$ cat src/hw/rtl/assert_macros.svh
// assertion helpers for the rtl
`ifndef ASSERT_MACROS_SVH
`define ASSERT_MACROS_SVH

// property checked on every rising edge outside reset
`define ASSERT_CLK(label, clk, rst, prop) \
  label: assert property (@(posedge clk) disable iff (rst) (prop)) \
    else $error("%m: assertion failed");

// consequent must hold in the cycle after the antecedent
`define ASSERT_NEXT(label, clk, rst, ante, cons) \
  label: assert property (@(posedge clk) disable iff (rst) (ante) |=> (cons)) \
    else $error("%m: assertion failed");

`endif

$ cat src/hw/rtl/i8gta_pkg.sv
package i8gta_pkg;

  localparam int TILE_ROWS  = 8;
  localparam int TILE_COLS  = 8;
  localparam int ACC_W      = 32;
  localparam int ROW_W      = (TILE_ROWS > 1) ? $clog2(TILE_ROWS) : 1;
  localparam int COL_W      = (TILE_COLS > 1) ? $clog2(TILE_COLS) : 1;
  localparam int ROW_DATA_W = TILE_COLS * ACC_W;

  // controller to datapath
  typedef struct packed {
    logic load;    // capture request fields
    logic rd_acc;  // read accumulator row at the sweep counter
    logic wr_acc;  // write updated row, advance the sweep counter
    logic rd_upd;  // read the row holding the selected element
    logic mul;     // register scale times selected accumulator
    logic emit;    // form c_new and raise done
  } cmd_t;

  // datapath to controller
  typedef struct packed {
    logic last_row;
  } status_t;

  // signed byte of a packed lane word, lanes past eight read as zero
  function automatic logic signed [7:0] lane_byte(input logic [63:0] word,
                                                  input int unsigned idx);
    logic signed [7:0] b;
    b = '0;
    if (idx < 8) b = word[8*idx[2:0] +: 8];
    return b;
  endfunction

endpackage

$ cat src/hw/rtl/i8gta_ctrl.sv
module i8gta_ctrl
  import i8gta_pkg::*;
(
  input  logic    clk,
  input  logic    rst,
  input  logic    start,
  input  logic    op,
  input  status_t status,
  output logic    busy,
  output cmd_t    cmd
);

  typedef enum logic [5:0] {
    ST_IDLE    = 6'b000001,
    ST_ACC_RD  = 6'b000010,
    ST_ACC_WR  = 6'b000100,
    ST_UPD_RD  = 6'b001000,
    ST_UPD_MUL = 6'b010000,
    ST_UPD_ADD = 6'b100000
  } state_t;

  state_t state, state_next;

  always_ff @(posedge clk) begin
    if (rst) state <= ST_IDLE;
    else     state <= state_next;
  end

  always_comb begin
    state_next = state;
    cmd        = '0;
    unique case (state)
      ST_IDLE: begin
        if (start) begin
          cmd.load   = 1'b1;
          state_next = op ? ST_UPD_RD : ST_ACC_RD;
        end
      end
      ST_ACC_RD: begin
        cmd.rd_acc = 1'b1;
        state_next = ST_ACC_WR;
      end
      ST_ACC_WR: begin
        cmd.wr_acc = 1'b1;
        state_next = status.last_row ? ST_IDLE : ST_ACC_RD;
      end
      ST_UPD_RD: begin
        cmd.rd_upd = 1'b1;
        state_next = ST_UPD_MUL;
      end
      ST_UPD_MUL: begin
        cmd.mul    = 1'b1;
        state_next = ST_UPD_ADD;
      end
      ST_UPD_ADD: begin
        cmd.emit   = 1'b1;
        state_next = ST_IDLE;
      end
      default: state_next = ST_IDLE;
    endcase
  end

  assign busy = (state != ST_IDLE);

endmodule

$ cat config.mk
export PLATFORM = sky130hd
export DESIGN_NAME = i8gta_ctrl
export DESIGN_NICKNAME = d
export VERILOG_FILES = /design/src/hw/rtl/assert_macros.svh /design/src/hw/rtl/i8gta_pkg.sv /design/src/hw/rtl/i8gta_ctrl.sv
export SDC_FILE = /design/constraint.sdc
export NUM_CORES = 1
export LEC_CHECK = 0
export ABC_CLOCK_PERIOD_IN_PS = 1300
export BUFFER_PORTS_ARGS = -buffer_cell sky130_fd_sc_hd__buf_2
export CELL_PAD_IN_SITES_DETAIL_PLACEMENT = 1
export CELL_PAD_IN_SITES_GLOBAL_PLACEMENT = 2
export CORE_MARGIN = 3
export CORE_UTILIZATION = 25
export CTS_BUF_LIST = sky130_fd_sc_hd__clkbuf_2 sky130_fd_sc_hd__clkbuf_4 sky130_fd_sc_hd__clkbuf_8
export DETAILED_ROUTE_END_ITERATION = 8
export HOLD_SLACK_MARGIN = 0.02
export PLACE_DENSITY_LB_ADDON = 0.1
export SLEW_MARGIN = 20
export SYNTH_ARGS = -nofsm -noshare
export SYNTH_HDL_FRONTEND = slang
export SYNTH_SLANG_ARGS = --single-unit
$ cat constraint.sdc
create_clock -name clk -period 1.3 [get_ports clk]
set_input_delay 0.13 -clock clk [delete_from_list [all_inputs] [get_ports clk]]
set_output_delay 0.13 -clock clk [all_outputs]
set_load 0.02 [all_outputs]
# --- Yosys cells after proc, flatten, opt, wreduce, memory -nomap -nowiden ---
# Cells that the tools add are included.
word_totals:
  reg_bits: 6
  latchBits: 0
  ramBits: 0
  mem_bits_ro: 0
  inputBits: 5
  output_inout_bits: 7
  wordCells: 20
  memories: 0
op_classes:
  addsub: 0
  n_mul: 0
  div: 0
  order_cmp: 0
  n_eq_ne: 8
  n_shift: 0
  muxes: 11
  bitwise_logic: 0
  reduce_logical: 0
op_table:
  columns: ["op", "n"]
  rows:
  - ["$pmux 6 s5", 1]
  - ["$mux 1", 7]
  - ["$eq 6x1->1 const B", 1]
  - ["$eq 6x2->1 const B", 1]
  - ["$eq 6x3->1 const B", 1]
  - ["$eq 6x4->1 const B", 1]
  - ["$eq 6x5->1 const B", 1]
  - ["$eq 6x6->1 const B", 1]
  - ["$mux 6", 1]
  - ["$ne 6x1->1 const B", 1]
  - ["$mux 4", 1]
  - ["$mux 2", 1]
  - ["$ne 2x2->1 const B", 1]

# --- Longest topological paths before layout ---
# Gate-level depths: netlist of run 1.
logic_depth:
  depth_word: 3
  mapped_depth: 4
  ltp_nobuf: 3

# --- Worst setup path before layout of run 1 ---
# OpenSTA, ideal clock, no wires.
synth_path:
  path_kind: "reg2reg"
  startpoint: "register state[0]"
  endpoint: "register state[4]"
  setup_ns: 0.060
  arrival_ns: 1.451
  t_required_ns: 1.240
  path_slack_ns: -0.211
  path_stages_with_launch: 5
  n_path_buf: 1
  synth_period_minus_slack_ns: 1.511
  path_cell_list: "dfxtp_1 -> buf_4 -> or4_4 -> nor2_1 -> and2_1"
synth_between:
  elab_chain_cells: 2
  elab_cells_between_ends: 7
  cone_classes: "6 x eq/ne; 1 x mux"
synth_rtl:
  columns: ["item", "line", "text"]
  rows:
  - ["start, declared", "i8gta_ctrl.sv:22", "state_t state, state_next;"]
  - ["start signal, assigned", "i8gta_ctrl.sv:26", "else state <= state_next;"]
  - ["$eq 6x5->1, or another cell as far along", "i8gta_ctrl.sv:32", "unique case (state)"]
  - ["$pmux 6 s5 / $ne 2x2->1 (equally long branches)", null, null]
# Parallel ways exist; a longest one is shown, timed or not.
# A chain may end at the register's enable or synchronous reset.

==> run_results.csv, run 1 <==
group,metric,value,unit
global_route,grt_util_all_layers,0.1750,
synthesis,yosysSeqAreaShare,0.3265,
global_route,grt_pass1_wl,2359,um
timing,skew,3.856,ps
synthesis,synth_area_per_cell,8.758,sq um
hold_path,hold_class,"input port to register",
timing,rsz0062_at_grt,"yes",
clocking,cts_tree,"done",
detailed_routing,drc,0,
worst_setup_path,arrival,1500,ps
place,place.gp.congestion,0.7294,
die,core,1334,sq um
synthesis,synthCells,42,
clocking,root_buffer,"clkbuf_4",
detailed_routing,vias,436,
timing,hold_violations,0,
timing,finalCritPeriodShare,1.250,
synthesis,netlist_area,367.9,sq um
detailed_routing,wl_per_cell,15.38,um
place,dp_hpwl,873.5,um
synthesis,yosys.cell_types.count,24,
run,drv_cap,0,
detailed_routing,viasPerCell,5.190,
die,initial_core_util,0.2758,
worst_setup_path,critPathLaunchType,"register",
global_route,antenna_found_initial,0,
die,io_pins,12,
final_layout,fillers,163,
die,rows,13,
clocking,ctsHoldBuffers,0,
clocking,clk_pin_slew,50,ps
pwr,seq_power_share,0.299,
run_status,violations,"negative setup slack",
die,die_w,44.36,um
final_layout,nets,76,
final_layout,syn2layout_area_growth,90.14,%
global_route,grt_max_degree,9,
worst_setup_path,critPathMaxFanout,3,
pwr,power,0.7134,mW
clocking,clock_sinks,6,
pwr,p_sw_frac,0.3499,
pwr,irDropWorstVdd,0.0004415,V
final_layout,mostFrequentLayoutCells,"13 x buf_4, 7 x buf_6, 6 x buf_2, 5 x nor2_4, 4 x dfxtp_2",
pwr,p_switching,0.2496,mW
worst_setup_path,end_kind,"output port",
detailed_routing,drt_iter0_drc,2,
global_route,grt_pass1_vias,482,
die,die-area,1968,sq um
final_layout,diodes,0,
final_layout,fin_area,699.4,sq um
global_route,grt_overflow,0,
final_layout,final_common_cell,"buf_4",
final_layout,largest_reg_flops,6,
detailed_routing,postRouteWirelength,1292,um
clocking,clockBufferDepth,2,
timing,slew_headroom,0.7953,
timing,worstMarginPinSlew,307.0,ps
detailed_routing,dr.pass1.iters,3,
pwr,internal-power,0.4637,mW
die,dieHeight,44.36,um
timing,worst_slack,-325.6,ps
timing,setup_violations,9,
place,placed_area,508.0,sq um
timing,clock.fmax,0.6151,GHz
clocking,insertion_delay,250,ps
worst_setup_path,crit_type,"register to output port",
synthesis,ys_warn_count,0,
synthesis,yosys_register_bits,6,
final_layout,reg_top3,"state x6",
synthesis,postSynthNetCount,47,
clocking,cts_buffers,3,
place,io_buffer_count,11,
pwr,clock_power_share,0.264,
run_status,status,"complete, but fails checks",
clocking,htreeDepth,1,
final_layout,top_register,"state",
final_layout,drive_above_1_share,0.7101,
pwr,p_leak,0.2919,nW
pwr,combPwrFrac,0.438,
worst_setup_path,required,1170,ps
detailed_routing,final_antenna_net_count,0,
timing,drv_slew,0,
timing,post-route-min-period,1626,ps
pwr,p_per_area,1020,nW/um^2
-- final timing paths --
| kind | startpoint | to | slack, ps | cells after the start |
|---|---|---|---|---|
| worst max-delay path | state[2] | cmd[1] | -330 | 3 |
| worst min-delay path | rst | state[3] | 80 | 2 |
| worst max register to register | state[2] | state[1] | -290 | 5 |
| worst min register to register | state[1] | state[2] | 560 | 1 |
-- layer usage --
layer | track usage | vias to the layer above | routed length (um)
met3 | 0.03659 | 2 | 51
met1 | 0.2029 | 207 | 561
met2 | 0.2733 | 10 | 657
met5 | 0 | - | 0
met4 | 0.1446 | 0 | 22
li1 | - | 217 | -
-- metrics by stage --
| stage | std cells | setup WS [ps] | util | TNS (ps) | hold slack, ps |
|---|---|---|---|---|---|
| after global routing | 84 | -394.8 | 0.5244 | -2211 | 89.48 |
| after CTS | 83 | -329.2 | 0.5047 | -1612 | 87.56 |
| after detailed placement | 74 | -92.07 | 0.3809 | -136.3 | 349.5 |
| after floorplan | 42 | -113.5 | - | -399.0 | 201.8 |
| final | 84 | -325.6 | 0.5244 | -1608 | 80.97 |
| after global placement | 74 | -47.81 | 0.3809 | -47.81 | 348.1 |
-- power groups by stage --
| stage | Combinational [mW] | Sequential (mW) | Clock, mW |
|---|---|---|---|
| 5_1_grt | 0.340 | 0.215 | 0.204 |
| 4_1_cts | 0.303 | 0.212 | 0.185 |
| 2_1_floorplan | 0.155 | 0.206 | 0 |
| 3_3_place_gp | 0.205 | 0.210 | 0 |
| 6_report | 0.312 | 0.213 | 0.188 |
| 3_5_place_dp | 0.211 | 0.213 | 0 |
-- logic make-up after synthesis --
family                    synth area share
and+or+nand+nor                     0.4830
xor gates and xnor gates           0.02381
buffers and inverters              0.05103
AOI/OAI and AO/OA                   0.1157
DFF                                 0.3265
-- final cells by class --
| type | instances | area, sq um | area share |
|---|---|---|---|
| clock buffers | 3 | 22.52 | 0.03220 |
| multi-input cells | 32 | 319.1 | 0.4562 |
| flip-flops and latches | 6 | 125.1 | 0.1789 |
| inverters | 2 | 7.507 | 0.01073 |
| repair buffers | 26 | 206.4 | 0.2952 |
| well taps | 15 | 18.77 | 0.02683 |
-- cells in the mapped netlist (all sizes together) --
cell type | count | area, sq um
and2 | 1 | 6.260
nor4b | 2 | 23.77
or4 | 2 | 22.52
inv | 2 | 7.510
a2111oi | 1 | 8.760
and2b | 1 | 7.510
nor4 | 2 | 12.51
nand3b | 1 | 7.510
xor2 | 1 | 8.760
buf | 1 | 7.510
a21oi | 2 | 10.01
nand2b | 2 | 12.51
a22o | 1 | 8.760
nor3 | 2 | 10.01
nand2 | 1 | 3.750
o21a | 1 | 7.510
nor2 | 5 | 18.77
nor4bb | 1 | 10.01
nor3b | 5 | 42.54
dfxtp | 6 | 120.1
o211ai | 1 | 7.510
clkbuf | 1 | 3.750
-- critical path, cell delays in order, from the launching register on --
cell	delay, ps
dfxtp_2	330
or4_4	550
nor3b_4	220
buf_6	150
-- what timing repair did --
| item | CTS | global route |
|---|---|---|
| gates resized for setup | 28 | 4 |
| pin swaps | 8 | 5 |
| buffers inserted | 6 | 2 |
| setup endpoints to repair | 9 | 12 |
(Power assumes the default switching activity.)
==> run 2: changes to the inputs <==
--- a/config.mk
+++ b/config.mk
@@ -5,15 +5,14 @@
 export SDC_FILE = /design/constraint.sdc
 export NUM_CORES = 1
 export LEC_CHECK = 0
-export ABC_CLOCK_PERIOD_IN_PS = 1300
+export ABC_CLOCK_PERIOD_IN_PS = 1800
 export BUFFER_PORTS_ARGS = -buffer_cell sky130_fd_sc_hd__buf_2
 export CELL_PAD_IN_SITES_DETAIL_PLACEMENT = 1
 export CELL_PAD_IN_SITES_GLOBAL_PLACEMENT = 2
-export CORE_MARGIN = 3
-export CORE_UTILIZATION = 25
+export CORE_UTILIZATION = 28
 export CTS_BUF_LIST = sky130_fd_sc_hd__clkbuf_2 sky130_fd_sc_hd__clkbuf_4 sky130_fd_sc_hd__clkbuf_8
 export DETAILED_ROUTE_END_ITERATION = 8
-export HOLD_SLACK_MARGIN = 0.02
+export HOLD_SLACK_MARGIN = 0.06
 export PLACE_DENSITY_LB_ADDON = 0.1
 export SLEW_MARGIN = 20
 export SYNTH_ARGS = -nofsm -noshare
==> constraint.sdc (replaced) <==
create_clock -name clk -period 1.8 [get_ports clk]
set_input_delay 0.18 -clock clk [delete_from_list [all_inputs] [get_ports clk]]
set_output_delay 0.18 -clock clk [all_outputs]
set_load 0.02 [all_outputs]
==> run 2 against run 1 <==
Effect of this change:
- first-iteration DRC count up 50%
- final cell count is 18% lower
- count of clock-buffer cells in the layout did not move
- clock power shrank 33%
- critical path depth is the same
- the flow now finishes without violations
- power fell by 44%
- worst setup slack improved by 410 ps
- design area down 34%
==> run_results.csv, run 2 (synthesis gave the netlist of run 1 again) <==
group,metric,value,unit
die,io_pins,12,
clocking,clk_pin_slew,50,ps
clocking,clock_sinks,6,
detailed_routing,viasPerCell,5.377,
hold_path,hold_start,"rst",
clocking,ctsHoldBuffers,0,
pwr,p_per_area,871.6,nW/um^2
worst_setup_path,cp_slowest_cell,"or4_4",
timing,hold_violations,0,
detailed_routing,vias,371,
timing,finalCritPeriodShare,0.9534,
final_layout,diodes,0,
run_status,status,"complete, no violations",
timing,setup_violations,0,
global_route,antenna_found_initial,0,
final_layout,mostFrequentLayoutCells,"11 x buf_2, 5 x nor2_1, 5 x dfxtp_1, 4 x nor3b_1, 3 x clkbuf_4",
global_route,use_met3,0.03488,
clocking,insertion_delay,250,ps
global_route,grt_util_met2,0.2500,
die,die_w,38.25,um
global_route,grt_util_all_layers,0.1669,
timing,worstMarginPinSlew,365.7,ps
hold_path,hold_class,"input port to register",
clocking,htreeDepth,1,
place,place.gp.congestion,0.7328,
clocking,cts_buffers,3,
detailed_routing,dr.pass1.iters,4,
detailed_routing,postRouteWirelength,935,um
worst_setup_path,slowest_delay,570,ps
worst_setup_path,critPathMaxFanout,7,
run,drv_cap,0,
worst_setup_path,cp_cell_sequence,"or4_4, nor3b_2, buf_2",
clocking,clockBufferDepth,2,
global_route,grt_max_degree,11,
pwr,power,0.4013,mW
timing,clock.fmax,0.5827,GHz
final_layout,nets,62,
place,dp_hpwl,705.5,um
die,dieHeight,38.25,um
final_layout,drive_above_1_share,0.3636,
timing,skew,3.397,ps
die,die-area,1463,sq um
timing,rsz0062_at_grt,"no",
worst_setup_path,worstReg2RegStart,"state[2]",
clocking,cts_tree,"done",
hold_path,hold-path-cell-count,2,
pwr,irDropWorstVdd,0.0002942,V
final_layout,syn2layout_area_growth,25.17,%
pwr,p_leak,0.1977,nW
clocking,root_buffer,"clkbuf_4",
detailed_routing,wl_per_cell,13.55,um
die,core,1156,sq um
detailed_routing,drc,0,
die,rows,12,
worst_setup_path,required,1620,ps
global_route,grt_overflow,0,
worst_setup_path,arrival,1540,ps
timing,final.setup.tns,0,ps
detailed_routing,drt_iter0_drc,3,
die,initial_core_util,0.3182,
place,io_buffer_count,11,
worst_setup_path,end_kind,"output port",
timing,slew_headroom,0.7499,
worst_setup_path,critPathLaunchType,"register",
final_layout,top_register,"state",
detailed_routing,final_antenna_net_count,0,
timing,drv_slew,0,
final_layout,reg_top3,"state x6",
worst_setup_path,rr_endpoint,"state[1]",
final_layout,final_common_cell,"buf_2",
hold_path,hold_end,"state[2]",
place,placed_area,436.7,sq um
final_layout,fin_area,460.4,sq um
global_route,grt_pass1_wl,1580,um
worst_setup_path,rr_worst_depth,3,
global_route,grt_pass1_vias,362,
worst_setup_path,crit_type,"register to output port",
timing,post-route-min-period,1716,ps
global_route,top_usage_layer,"met2",
worst_setup_path,r2r_setup_slack,460,ps
final_layout,largest_reg_flops,6,
global_route,grt_util_met1,0.1922,
## run 2: cell count changes in the layout (fill, tap and decap cells not counted), sizes merged
cell / change
buf: -14
## run 2: area by class of cell
cell class                      instances  area [sq um]
Inverter                                2         7.507
Sequential cell                         6         121.4
Fill cell                             145         695.7
Tap cell                               14         17.52
Multi-Input combinational cell         32         229.0
Timing Repair Buffer                   12         62.56
Clock buffer                            3         22.52
## run 2: worst max-delay path: cells and delay by family, from the launching register on
family	cells	cell delay, ps
buffers and inverters	1	190
flip-flops	1	360
AND/OR/NAND/NOR	2	750
## run 2: metal layers
layer | vias up | share of wire
li1 | 182 | -
met1 | 170 | 0.46
met2 | 15 | 0.44
met3 | 4 | 0.053
met4 | 0 | 0.042
met5 | - | 0
## run 2: metrics by stage
step                      cells  worst slack (ps)  utilization  hold slack (ps)
after detailed placement     66             334.6       0.3777            408.7
after global routing         69             42.40       0.3983            167.4
after global placement       66             366.6       0.3777            400.4
after CTS                    69             60.89       0.3972            145.5
after floorplan              42             288.8            -            257.1
final                        69             83.85       0.3983            146.3
## run 2: where the power goes
group          total [mW]  internal (mW)  switching (mW)
Sequential          0.165          0.144          0.0216
Clock               0.126         0.0756          0.0508
Combinational       0.110         0.0516          0.0581
## run 2: worst max-delay path by stage
stage / from / to / slack, ps / cells after the start
3_5_place_dp: state[0] / cmd[2] / 330 / 3
5_1_grt: state[2] / cmd[1] / 40 / 3
6_report: state[2] / cmd[1] / 80 / 3
2_1_floorplan: state[0] / state[4] / 290 / 4
3_3_place_gp: state[2] / cmd[1] / 370 / 3
4_1_cts: state[0] / cmd[2] / 60 / 3
## run 2: repair_timing
| item | in CTS | in global routing |
|---|---|---|
| setup buffers | 0 | 0 |
| setup endpoints to repair | 0 | 1 |
| resized for setup | 0 | 1 |
==> run 3: changes to the inputs <==
--- a/config.mk
+++ b/config.mk
@@ -14,6 +14,7 @@
 export DETAILED_ROUTE_END_ITERATION = 8
 export HOLD_SLACK_MARGIN = 0.06
 export PLACE_DENSITY_LB_ADDON = 0.1
+export REMOVE_ABC_BUFFERS = 1
 export SLEW_MARGIN = 20
 export SYNTH_ARGS = -nofsm -noshare
 export SYNTH_HDL_FRONTEND = slang
==> run 3 against run 2 <==
Effect of this change:
- die area unchanged
- sequential share of layout area down 0.085 points
- clock skew about the same
- combinational power about the same
- critical path depth unchanged
- via count down 4.3%
- critical endpoint unchanged
- highest routed layer is now met3
==> run_results.csv, run 3 (synthesis gave the netlist of run 1 again) <==
group,metric,value,unit
run_status,status,"complete, no violations",
hold_path,hold_start,"rst",
clocking,clockBufferDepth,2,
global_route,grt_max_degree,11,
worst_setup_path,end_kind,"output port",
detailed_routing,wl_per_cell,14.26,um
pwr,power,0.4030,mW
die,core,1156,sq um
final_layout,largest_reg_flops,6,
worst_setup_path,cp_slowest_cell,"or4_4",
final_layout,drive_above_1_share,0.3704,
die,initial_core_util,0.3182,
timing,worst_slack,73.22,ps
clocking,root_buffer,"clkbuf_4",
worst_setup_path,required,1620,ps
timing,holdWs,153.0,ps
hold_path,hold-path-cell-count,2,
global_route,antenna_found_initial,0,
clocking,clk_pin_slew,50,ps
worst_setup_path,rr_endpoint,"state[5]",
final_layout,seqCellArea,122.6,sq um
worst_setup_path,critPathMaxFanout,7,
clocking,htreeDepth,1,
worst_setup_path,critPathLaunchType,"register",
clocking,cts_buffers,3,
worst_setup_path,arrival,1550,ps
timing,slew_headroom,0.7478,
hold_path,hold_end,"state[2]",
die,die_w,38.25,um
timing,final.setup.tns,0,ps
place,pre_cts_ws,313.1,ps
pwr,irDropWorstVdd,0.0002861,V
timing,clock.fmax,0.5791,GHz
worst_setup_path,rr_worst_depth,3,
detailed_routing,drc,0,
place,place.gp.congestion,0.7013,
final_layout,reg_top3,"state x6",
timing,rsz0062_at_grt,"yes",
clocking,cts_setup_buffers,0,
timing,setup_violations,0,
final_layout,syn2layout_area_growth,26.87,%
die,io_pins,12,
global_route,grt_pass1_wl,1614,um
final_layout,fin_util,0.4037,
timing,worstMarginPinSlew,368.8,ps
detailed_routing,vias,355,
final_layout,top_register,"state",
worst_setup_path,worstReg2RegStart,"state[2]",
die,rows,12,
pwr,p_leak,0.1959,nW
timing,hold_violations,0,
detailed_routing,dr.pass1.iters,2,
timing,skew,3.420,ps
timing,finalCritPeriodShare,0.9593,
detailed_routing,final_antenna_net_count,0,
die,dieHeight,38.25,um
global_route,grt_overflow,0,
worst_setup_path,r2r_setup_slack,430,ps
pwr,p_per_area,863.5,nW/um^2
place,io_buffer_count,11,
worst_setup_path,slowest_delay,580,ps
run,drv_cap,0,
timing,drv_slew,0,
final_layout,multi_input_area,235.2,sq um
timing,post-route-min-period,1727,ps
global_route,grt_util_all_layers,0.1730,
detailed_routing,postRouteWirelength,970,um
hold_path,hold_class,"input port to register",
global_route,grt_pass1_vias,365,
final_layout,mostFrequentLayoutCells,"10 x buf_2, 5 x nor2_1, 4 x nor3b_1, 4 x dfxtp_1, 3 x clkbuf_4",
final_layout,fillers,145,
clocking,insertion_delay,240,ps
final_layout,diodes,0,
detailed_routing,drt_iter0_drc,7,
final_layout,nets,61,
die,die-area,1463,sq um
final_layout,final_common_cell,"buf_2",
detailed_routing,viasPerCell,5.221,
clocking,clock_sinks,6,
worst_setup_path,cp_cell_sequence,"or4_4, nor3b_4, buf_6",
place,dp_hpwl,720.3,um
worst_setup_path,crit_type,"register to output port",
clocking,cts_tree,"done",
-- run 3: report_power, final --
group	switching (mW)	leakage (nW)	internal (mW)
clock network	0.0491	0.0138	0.0755
registers	0.0233	0.0491	0.144
logic	0.0599	0.133	0.0515
total	0.132	0.196	0.271
-- run 3: routing by layer --
metal	share of wire	global-route usage	wire (um)
met5	0	0	0
met4	0	0.1339	0
met2	0.49	0.2712	474
met3	0.034	0.06977	33
met1	0.48	0.1815	462
-- run 3: cell type report --
cell class                 count  share of cell area
tap                           14             0.03753
sequential                     6              0.2627
multi-input combinational     32              0.5040
inverter                       2             0.01609
timing repair buffer          11              0.1314
clock buffer                   3             0.04826
-- run 3: what timing repair did --
item / in CTS / in global routing
hold buffers: 0 / 0
setup endpoints to repair: 0 / 2
gates resized for setup: 0 / 5
-- run 3: how the worst max path moves through the flow --
stage             start  endpoint  cells past startpoint
6_report       state[2]    cmd[1]                      3
5_1_grt        state[2]    cmd[1]                      3
4_1_cts        state[2]    cmd[1]                      3
3_5_place_dp   state[2]    cmd[1]                      3
3_3_place_gp   state[4]    cmd[2]                      3
2_1_floorplan  state[2]    cmd[5]                      3
-- run 3: worst max-delay path: cells and delay by family (launching register included) --
kind / cells / cell delay (ps)
DFF: 1 / 360
buffers and inverters: 1 / 150
and+or+nand+nor: 2 / 800
-- run 3: metrics by stage --
| stage | area, sq um | std cells |
|---|---|---|
| CTS | 451.7 | 68 |
| finish | 466.7 | 68 |
| global route | 466.7 | 68 |
| detailed placement | 429.2 | 65 |
| floorplan | 356.6 | 40 |
| global placement | 429.2 | 65 |
